[config.mk]
export PLATFORM = sky130hd
export DESIGN_NAME = lcg_mixed_byte_prng_top
export DESIGN_NICKNAME = d
export VERILOG_FILES = /design/src/design/lmbp_pkg.sv /design/src/design/lcg_mixed_byte_prng_top.sv /design/src/design/lmbp_front.sv /design/src/design/lmbp_back.sv
export SDC_FILE = /design/constraint.sdc
export NUM_CORES = 2
export LEC_CHECK = 0
export ABC_AREA = 1
export BUFFER_PORTS_ARGS = -buffer_cell sky130_fd_sc_hd__buf_2
export CAP_MARGIN = 20
export CELL_PAD_IN_SITES_DETAIL_PLACEMENT = 1
export CELL_PAD_IN_SITES_GLOBAL_PLACEMENT = 1
export CORE_MARGIN = 8
export CORE_UTILIZATION = 44
export CTS_CLUSTER_DIAMETER = 120
export DETAILED_ROUTE_END_ITERATION = 16
export HOLD_SLACK_MARGIN = 0.15
export PLACE_DENSITY = 0.8
export SYNTH_ARGS = -nofsm -noshare
export SYNTH_HDL_FRONTEND = slang
export SYNTH_HIERARCHICAL = 1
export SYNTH_SLANG_ARGS = --single-unit
[constraint.sdc]
create_clock -name clk -period 5.4 [get_ports clk]
set_input_delay 0.27 -clock clk [delete_from_list [all_inputs] [get_ports clk]]
set_output_delay 0.27 -clock clk [all_outputs]
set_load 0.01 [all_outputs]
[src/design/lmbp_pkg.sv]
`default_nettype none

package lmbp_pkg;

    localparam logic [31:0] LCG_MUL     = 32'd1103515245;
    localparam logic [31:0] LCG_ADD     = 32'd12345;
    localparam int          MIX_SHIFT   = 11;
    localparam int          QUEUE_DEPTH = 2;
    localparam int          QPTR_W      = $clog2(QUEUE_DEPTH);
    localparam int          QCNT_W      = $clog2(QUEUE_DEPTH + 1);

    typedef enum logic [1:0] {
        OP_DRAW   = 2'd0,
        OP_RESEED = 2'd1,
        OP_KEY    = 2'd2,
        OP_NONE   = 2'd3
    } op_t;

    typedef struct packed {
        op_t         op;
        logic [31:0] value;
    } cmd_t;

    typedef enum logic [2:0] {
        ST_IDLE,
        ST_DRAW_ADD,
        ST_DRAW_MIX,
        ST_RS_ADD,
        ST_RS_MUL
    } back_state_t;

endpackage

`default_nettype wire

[src/design/lcg_mixed_byte_prng_top.sv]
// Pseudo-random byte generator. A transaction is taken when start is high and busy is low;
// a two-entry command queue sits in front of the execution unit, so busy rises only when
// both entries are occupied. Each draw returns one byte on random_byte with byte_valid high
// for exactly one cycle, and the receiver cannot stall it. Reseed and key-mixing
// transactions produce no output. Execution is set by the single shared 32x32 multiplier
// and the add stage behind it: a draw from a held word and key mixing finish in the idle
// state, a draw that must generate a new word runs multiply, add and mix in turn, and a
// reseed runs four multiply/add pairs. A byte appears on the outputs in the cycle after it
// is computed. Each generated word yields four bytes. The unused operation code is accepted
// and discarded.
`default_nettype none

module lcg_mixed_byte_prng_top
    import lmbp_pkg::*;
(
    input  wire logic        clk,
    input  wire logic        rst_n,
    input  wire logic        start,
    output logic             busy,
    input  wire logic [1:0]  operation,
    input  wire logic [31:0] operand_value,
    output logic [7:0]       random_byte,
    output logic             byte_valid
);

    logic cmd_valid;
    cmd_t cmd;
    logic cmd_pop;

    lmbp_front u_front (
        .clk           (clk),
        .rst_n         (rst_n),
        .start         (start),
        .operation     (operation),
        .operand_value (operand_value),
        .busy          (busy),
        .cmd_valid     (cmd_valid),
        .cmd           (cmd),
        .cmd_pop       (cmd_pop)
    );

    lmbp_back u_back (
        .clk         (clk),
        .rst_n       (rst_n),
        .cmd_valid   (cmd_valid),
        .cmd         (cmd),
        .cmd_pop     (cmd_pop),
        .random_byte (random_byte),
        .byte_valid  (byte_valid)
    );

endmodule

`default_nettype wire

[src/design/lmbp_front.sv]
`default_nettype none

module lmbp_front
    import lmbp_pkg::*;
(
    input  wire logic        clk,
    input  wire logic        rst_n,
    input  wire logic        start,
    input  wire logic [1:0]  operation,
    input  wire logic [31:0] operand_value,
    output logic             busy,
    output logic             cmd_valid,
    output cmd_t             cmd,
    input  wire logic        cmd_pop
);

    cmd_t              queue_reg [QUEUE_DEPTH];
    logic [QPTR_W-1:0] wr_ptr_reg, wr_ptr_next;
    logic [QPTR_W-1:0] rd_ptr_reg, rd_ptr_next;
    logic [QCNT_W-1:0] count_reg, count_next;
    logic              accept;
    logic              push;
    op_t               op_in;

    assign op_in     = op_t'(operation);
    assign busy      = (count_reg == QCNT_W'(QUEUE_DEPTH));
    assign accept    = start && !busy;
    // unused opcode is swallowed here; it has no effect downstream
    assign push      = accept && (op_in != OP_NONE);
    assign cmd_valid = (count_reg != '0);
    assign cmd       = queue_reg[rd_ptr_reg];

    always_comb
    begin
        wr_ptr_next = wr_ptr_reg;
        rd_ptr_next = rd_ptr_reg;
        count_next  = count_reg;
        if (push)
        begin
            wr_ptr_next = (wr_ptr_reg == QPTR_W'(QUEUE_DEPTH - 1)) ? '0 : wr_ptr_reg + 1'b1;
        end
        if (cmd_pop)
        begin
            rd_ptr_next = (rd_ptr_reg == QPTR_W'(QUEUE_DEPTH - 1)) ? '0 : rd_ptr_reg + 1'b1;
        end
        if (push && !cmd_pop)
        begin
            count_next = count_reg + 1'b1;
        end
        else if (!push && cmd_pop)
        begin
            count_next = count_reg - 1'b1;
        end
    end

    always_ff @(posedge clk or negedge rst_n)
    begin
        if (!rst_n)
        begin
            wr_ptr_reg <= '0;
            rd_ptr_reg <= '0;
            count_reg  <= '0;
        end
        else
        begin
            wr_ptr_reg <= wr_ptr_next;
            rd_ptr_reg <= rd_ptr_next;
            count_reg  <= count_next;
        end
    end

    always_ff @(posedge clk)
    begin
        if (push)
        begin
            queue_reg[wr_ptr_reg] <= '{op: op_in, value: operand_value};
        end
    end

    a_count_bound: assert property (@(posedge clk) disable iff (!rst_n)
        count_reg <= QCNT_W'(QUEUE_DEPTH))
        else $error("queue count overflow");

    a_no_pop_empty: assert property (@(posedge clk) disable iff (!rst_n)
        cmd_pop |-> cmd_valid)
        else $error("pop from empty queue");

    a_push_counts: assert property (@(posedge clk) disable iff (!rst_n)
        (push && !cmd_pop) |=> count_reg == $past(count_reg) + 1'b1)
        else $error("push lost");

endmodule

`default_nettype wire

[src/design/lmbp_back.sv]
`default_nettype none

module lmbp_back
    import lmbp_pkg::*;
(
    input  wire logic        clk,
    input  wire logic        rst_n,
    input  wire logic        cmd_valid,
    input  wire cmd_t        cmd,
    output logic             cmd_pop,
    output logic [7:0]       random_byte,
    output logic             byte_valid
);

    back_state_t state_reg, state_next;

    logic [31:0] mix_reg [4];
    logic [31:0] mix_next [4];
    logic [31:0] lcg_reg, lcg_next;
    logic [31:0] held_reg, held_next;
    logic [2:0]  bytes_left_reg, bytes_left_next;
    logic [31:0] prod_reg, prod_next;
    logic [1:0]  sel_reg, sel_next;
    logic [31:0] seed_reg, seed_next;
    logic [1:0]  cnt_reg, cnt_next;
    logic [7:0]  byte_reg, byte_next;
    logic        valid_reg, valid_next;

    logic [31:0] mul_lo;
    logic [31:0] lcg_new;
    logic [31:0] word;
    logic [1:0]  key_idx;

    // single shared multiplier, low 32 bits only
    assign mul_lo  = 32'(lcg_reg * LCG_MUL);
    assign lcg_new = prod_reg + LCG_ADD;
    assign word    = lcg_reg ^ mix_reg[sel_reg ^ 2'd3];
    assign key_idx = cmd.value[1:0] ^ mix_reg[cmd.value[1:0]][1:0];

    assign cmd_pop     = (state_reg == ST_IDLE) && cmd_valid;
    assign random_byte = byte_reg;
    assign byte_valid  = valid_reg;

    always_comb
    begin
        state_next = state_reg;
        case (state_reg)
            ST_IDLE:
            begin
                if (cmd_valid)
                begin
                    if (cmd.op == OP_DRAW && bytes_left_reg == 3'd0)
                    begin
                        state_next = ST_DRAW_ADD;
                    end
                    else if (cmd.op == OP_RESEED)
                    begin
                        state_next = ST_RS_ADD;
                    end
                end
            end
            ST_DRAW_ADD: state_next = ST_DRAW_MIX;
            ST_DRAW_MIX: state_next = ST_IDLE;
            ST_RS_ADD:   state_next = (cnt_reg == 2'd3) ? ST_IDLE : ST_RS_MUL;
            ST_RS_MUL:   state_next = ST_RS_ADD;
            default:     state_next = ST_IDLE;
        endcase
    end

    always_comb
    begin
        mix_next        = mix_reg;
        lcg_next        = lcg_reg;
        held_next       = held_reg;
        bytes_left_next = bytes_left_reg;
        prod_next       = prod_reg;
        sel_next        = sel_reg;
        seed_next       = seed_reg;
        cnt_next        = cnt_reg;
        byte_next       = byte_reg;
        valid_next      = 1'b0;
        case (state_reg)
            ST_IDLE:
            begin
                if (cmd_valid)
                begin
                    case (cmd.op)
                        OP_DRAW:
                        begin
                            if (bytes_left_reg != 3'd0)
                            begin
                                byte_next       = held_reg[7:0];
                                valid_next      = 1'b1;
                                held_next       = {8'h00, held_reg[31:8]};
                                bytes_left_next = bytes_left_reg - 3'd1;
                            end
                            else
                            begin
                                prod_next = mul_lo;
                                sel_next  = mix_reg[lcg_reg[1:0]][1:0];
                            end
                        end
                        OP_RESEED:
                        begin
                            prod_next = mul_lo;
                            seed_next = cmd.value;
                            cnt_next  = 2'd0;
                        end
                        OP_KEY:
                        begin
                            mix_next[key_idx] = mix_reg[key_idx] ^ {2'b00, cmd.value[31:2]};
                        end
                        default:
                        begin
                        end
                    endcase
                end
            end
            ST_DRAW_ADD:
            begin
                lcg_next          = lcg_new;
                mix_next[sel_reg] = mix_reg[sel_reg] ^ lcg_new;
            end
            ST_DRAW_MIX:
            begin
                mix_next[sel_reg ^ 2'd1] = mix_reg[sel_reg ^ 2'd1]
                    + (mix_reg[sel_reg ^ 2'd2] ^ (lcg_reg << MIX_SHIFT));
                byte_next       = word[7:0];
                valid_next      = 1'b1;
                held_next       = {8'h00, word[31:8]};
                bytes_left_next = 3'd3;
            end
            ST_RS_ADD:
            begin
                lcg_next          = lcg_new;
                mix_next[cnt_reg] = {24'h000000, seed_reg[7:0]} ^ lcg_new;
                seed_next         = {8'h00, seed_reg[31:8]};
                cnt_next          = cnt_reg + 2'd1;
            end
            ST_RS_MUL:
            begin
                prod_next = mul_lo;
            end
            default:
            begin
            end
        endcase
    end

    always_ff @(posedge clk or negedge rst_n)
    begin
        if (!rst_n)
        begin
            state_reg      <= ST_IDLE;
            mix_reg        <= '{default: '0};
            lcg_reg        <= '0;
            held_reg       <= '0;
            bytes_left_reg <= '0;
            valid_reg      <= 1'b0;
        end
        else
        begin
            state_reg      <= state_next;
            mix_reg        <= mix_next;
            lcg_reg        <= lcg_next;
            held_reg       <= held_next;
            bytes_left_reg <= bytes_left_next;
            valid_reg      <= valid_next;
        end
    end

    always_ff @(posedge clk)
    begin
        prod_reg <= prod_next;
        sel_reg  <= sel_next;
        seed_reg <= seed_next;
        cnt_reg  <= cnt_next;
        byte_reg <= byte_next;
    end

    a_draw_seq: assert property (@(posedge clk) disable iff (!rst_n)
        (state_reg == ST_DRAW_ADD) |=> (state_reg == ST_DRAW_MIX))
        else $error("draw sequence broken");

    a_draw_out: assert property (@(posedge clk) disable iff (!rst_n)
        (state_reg == ST_DRAW_MIX) |=> (valid_reg && bytes_left_reg == 3'd3))
        else $error("generated word not delivered");

    a_reseed_end: assert property (@(posedge clk) disable iff (!rst_n)
        (state_reg == ST_RS_ADD && cnt_reg == 2'd3) |=> (state_reg == ST_IDLE))
        else $error("reseed did not finish after four steps");

    a_bytes_bound: assert property (@(posedge clk) disable iff (!rst_n)
        bytes_left_reg <= 3'd3)
        else $error("byte count out of range");

endmodule

`default_nettype wire

==> reports/metrics.cfg <==
[timing]
fin_crit_ns = 6.528
fin_ws_ns = -1.128
fin_skew_ns = 0.09278
rsz0062_at_grt = true
drv_slew = 0
fmax_ghz = 0.1532
post-route-period-util = 1.209
finalSetupTns_ns = -13.58
tightest_slew_ns = 1.255
hold_violations = 0
finalSetupViolCount = 18
relSlewSlack = 0.1567

[synth]
synth_top_flop_cell = dfrtp_1
yosysTopAreaCellShare = 0.1408
synth_area_um2 = 37080
synth.area.top_cells = nand2_1 14%, dfrtp_1 13%, edfxtp_1 12%, fa_1 10%, inv_1 7.9%
synth_nets = 5809
yosys_warnings = 6
ys_types = 56
synth_seq_cells = 339
async_reset_ff_frac = 0.5752
yosys.area.top_type = nand2_1
postSynthCellCount = 5368
avgSynthCellArea_um2 = 6.907
yosysSeqAreaShare = 0.2482
synth_edf_count = 144

[setup_path]
reg2reg_to = u_back/prod_reg[31]$_DFFE_PP_
crit_family = adder cells
cp.depth = 27
cp_max_fo = 3
start_kind = register
cp_slowest_cell = fa_1
rr_startpoint = u_back/lcg_reg[8]$_DFFE_PN0P_
crit_required_ns = 5.81
slowest_delay_ns = 0.63
cp-startpoint = u_back/lcg_reg[8]$_DFFE_PN0P_
rrSetupSlack_ns = -1.13
critPathArrivalTime_ns = 6.93
cp_common_cell = fa_1
critical_path_class = reg -> reg
critPathBufInv = 8
end_kind = register
reg2regPathDepth = 27

[detailed_routing]
drt_iter0_drc = 4938
wl_met2_um = 81700
drt-total-wl_um = 195600
wl_met3_um = 24650
drc = 0
vias_per_cell = 6.167
antenna_left = 0
met1Wirelength_um = 74510
via_count = 41431
first_pass_iters = 5
wire_per_inst_um = 29.12
highest_layer = met5

[die]
rows = 106
die_h_um = 306.3
start_util = 0.4438
core_region_area_um2 = 83560
ios = 47
fp.dieW_um = 306.3
die_area_um2 = 93820

[cells_and_area]
postLayoutCellArea_um2 = 43740
fin_util = 0.5235
finalNonFillerCells = 6718
n_fill_cell = 10607
final_nets = 6033
drive_above_1_share = 0.1360
area.growth.synth_to_final_pct = 17.96

[clocking]
insertion_delay_ns = 0.68
cts_buffer_depth = 3
cts_tree = yes
cts_buffers = 47
cts_htree_levels = 2
cts.clk_slew.worst_paths_ns = 0.06
cts_sinks = 339
cts-root-buf = clkbuf_16

[global_routing]
track_usage = 0.3940
antenna_found_initial = 11
grt_pass1_vias = 41347
grt_max_degree = 108
grt_pass1_wl_um = 275500
grt-ovfl-total = 0

[place]
dp.cells = 6549
hpwl_um = 137600
gp_congestion = 0.9923
place_area_um2 = 40300
io_buffers = 46

[min_path]
hp-class = in -> async

[job]
max_cap_viol_count = 0

[run_status]
outcome = finished with violations
failed_checks = setup timing

-- metal layers --
layer | GRT usage | vias up
li1 | - | 17865
met1 | 0.5082 | 20179
met2 | 0.5810 | 2600
met3 | 0.1224 | 785
met4 | 0.2264 | 2
met5 | 0 | -
-- cells by family after synthesis --
logic type      after synthesis  synth area share
mux                          34           0.01326
buf+inv                    1043            0.1116
xor+xnor                    131           0.03152
fa+ha+maj                   404            0.1738
simple gates               2332            0.2624
compound gates             1085            0.1592
flops                       339            0.2482
-- worst max-delay path by stage --
stage / endpoint / slack (ns)
after floorplan: u_back/prod_reg[27]$_DFFE_PP_ / -0.35
final: u_back/prod_reg[31]$_DFFE_PP_ / -1.13
after global placement: u_back/prod_reg[31]$_DFFE_PP_ / -0.55
after detailed placement: u_back/prod_reg[28]$_DFFE_PP_ / -0.64
after global routing: u_back/prod_reg[31]$_DFFE_PP_ / -1.15
after CTS: u_back/prod_reg[31]$_DFFE_PP_ / -0.61
-- cells in the mapped netlist (all sizes together), types with 8 or more instances --
cell,count
a21oi,390
a211oi,8
buf,110
dfrtp,195
a31oi,18
ha,219
o211ai,35
or2,10
nand3b,44
fa,185
inv,810
xor2,83
a22oi,29
nor3,20
nand3,410
edfxtp,144
o21ai,542
xnor2,47
mux2,34
nor2,384
o21bai,11
o31ai,26
o22ai,8
nand2,1400
nand4,53
clkbuf,118
-- through the flow --
| step | setup WS (ns) | hold slack (ns) |
|---|---|---|
| 6_report | -1.128 | 0.2584 |
| 5_1_grt | -1.151 | 0.3094 |
| 4_1_cts | -0.6056 | 0.2902 |
| 3_5_place_dp | -0.6391 | 0.3729 |
| 3_3_place_gp | -0.5533 | 0.3716 |
| 2_1_floorplan | -0.3508 | -0.02559 |
-- cell usage in the layout, fill, tap and decap left out, types with 16 or more instances in the layout --
cell	count
nand2_1	1368
inv_1	759
o21ai_0	516
nand3_1	404
a21oi_1	367
nor2_1	350
buf_4	285
dfrtp_1	180
fa_1	174
ha_1	167
edfxtp_1	144
xor2_1	74
nand4_1	53
clkbuf_16	48
buf_2	45
inv_2	45
nand3b_1	44
ha_4	44
xnor2_1	40
dlygate4sd3_1	36
o211ai_1	35
mux2_4	29
buf_6	27
o31ai_1	26
nand2_2	20
o21ai_1	18
nor2_4	17
nor2_2	17
nor3_1	17
a22oi_2	17
a31oi_1	16
-- area by class of cell --
type                       count  area, µm²  area share
timing repair buffer         403       3219     0.07360
inverter                     815       3073     0.07026
antenna                        7      17.52   0.0004005
clock inverter                31      461.7     0.01056
tap                         1080       1351     0.03090
sequential                   339       9223      0.2109
multi-input combinational   3986      25140      0.5747
clock buffer                  57       1255     0.02869
-- timing repair --
action | 4_1_cts | 5_1_grt
gates resized for setup | 123 | 103
buffers inserted | 27 | 20
pin swaps | 56 | 50
hold buffers | 36 | 0
setup endpoints to repair | 18 | 21
endpoints found under the hold margin | 162 | 0
Power is left out: the tool's default activity adds up to more than one toggle a clock period on the data nets, which glitch-free logic cannot reach.
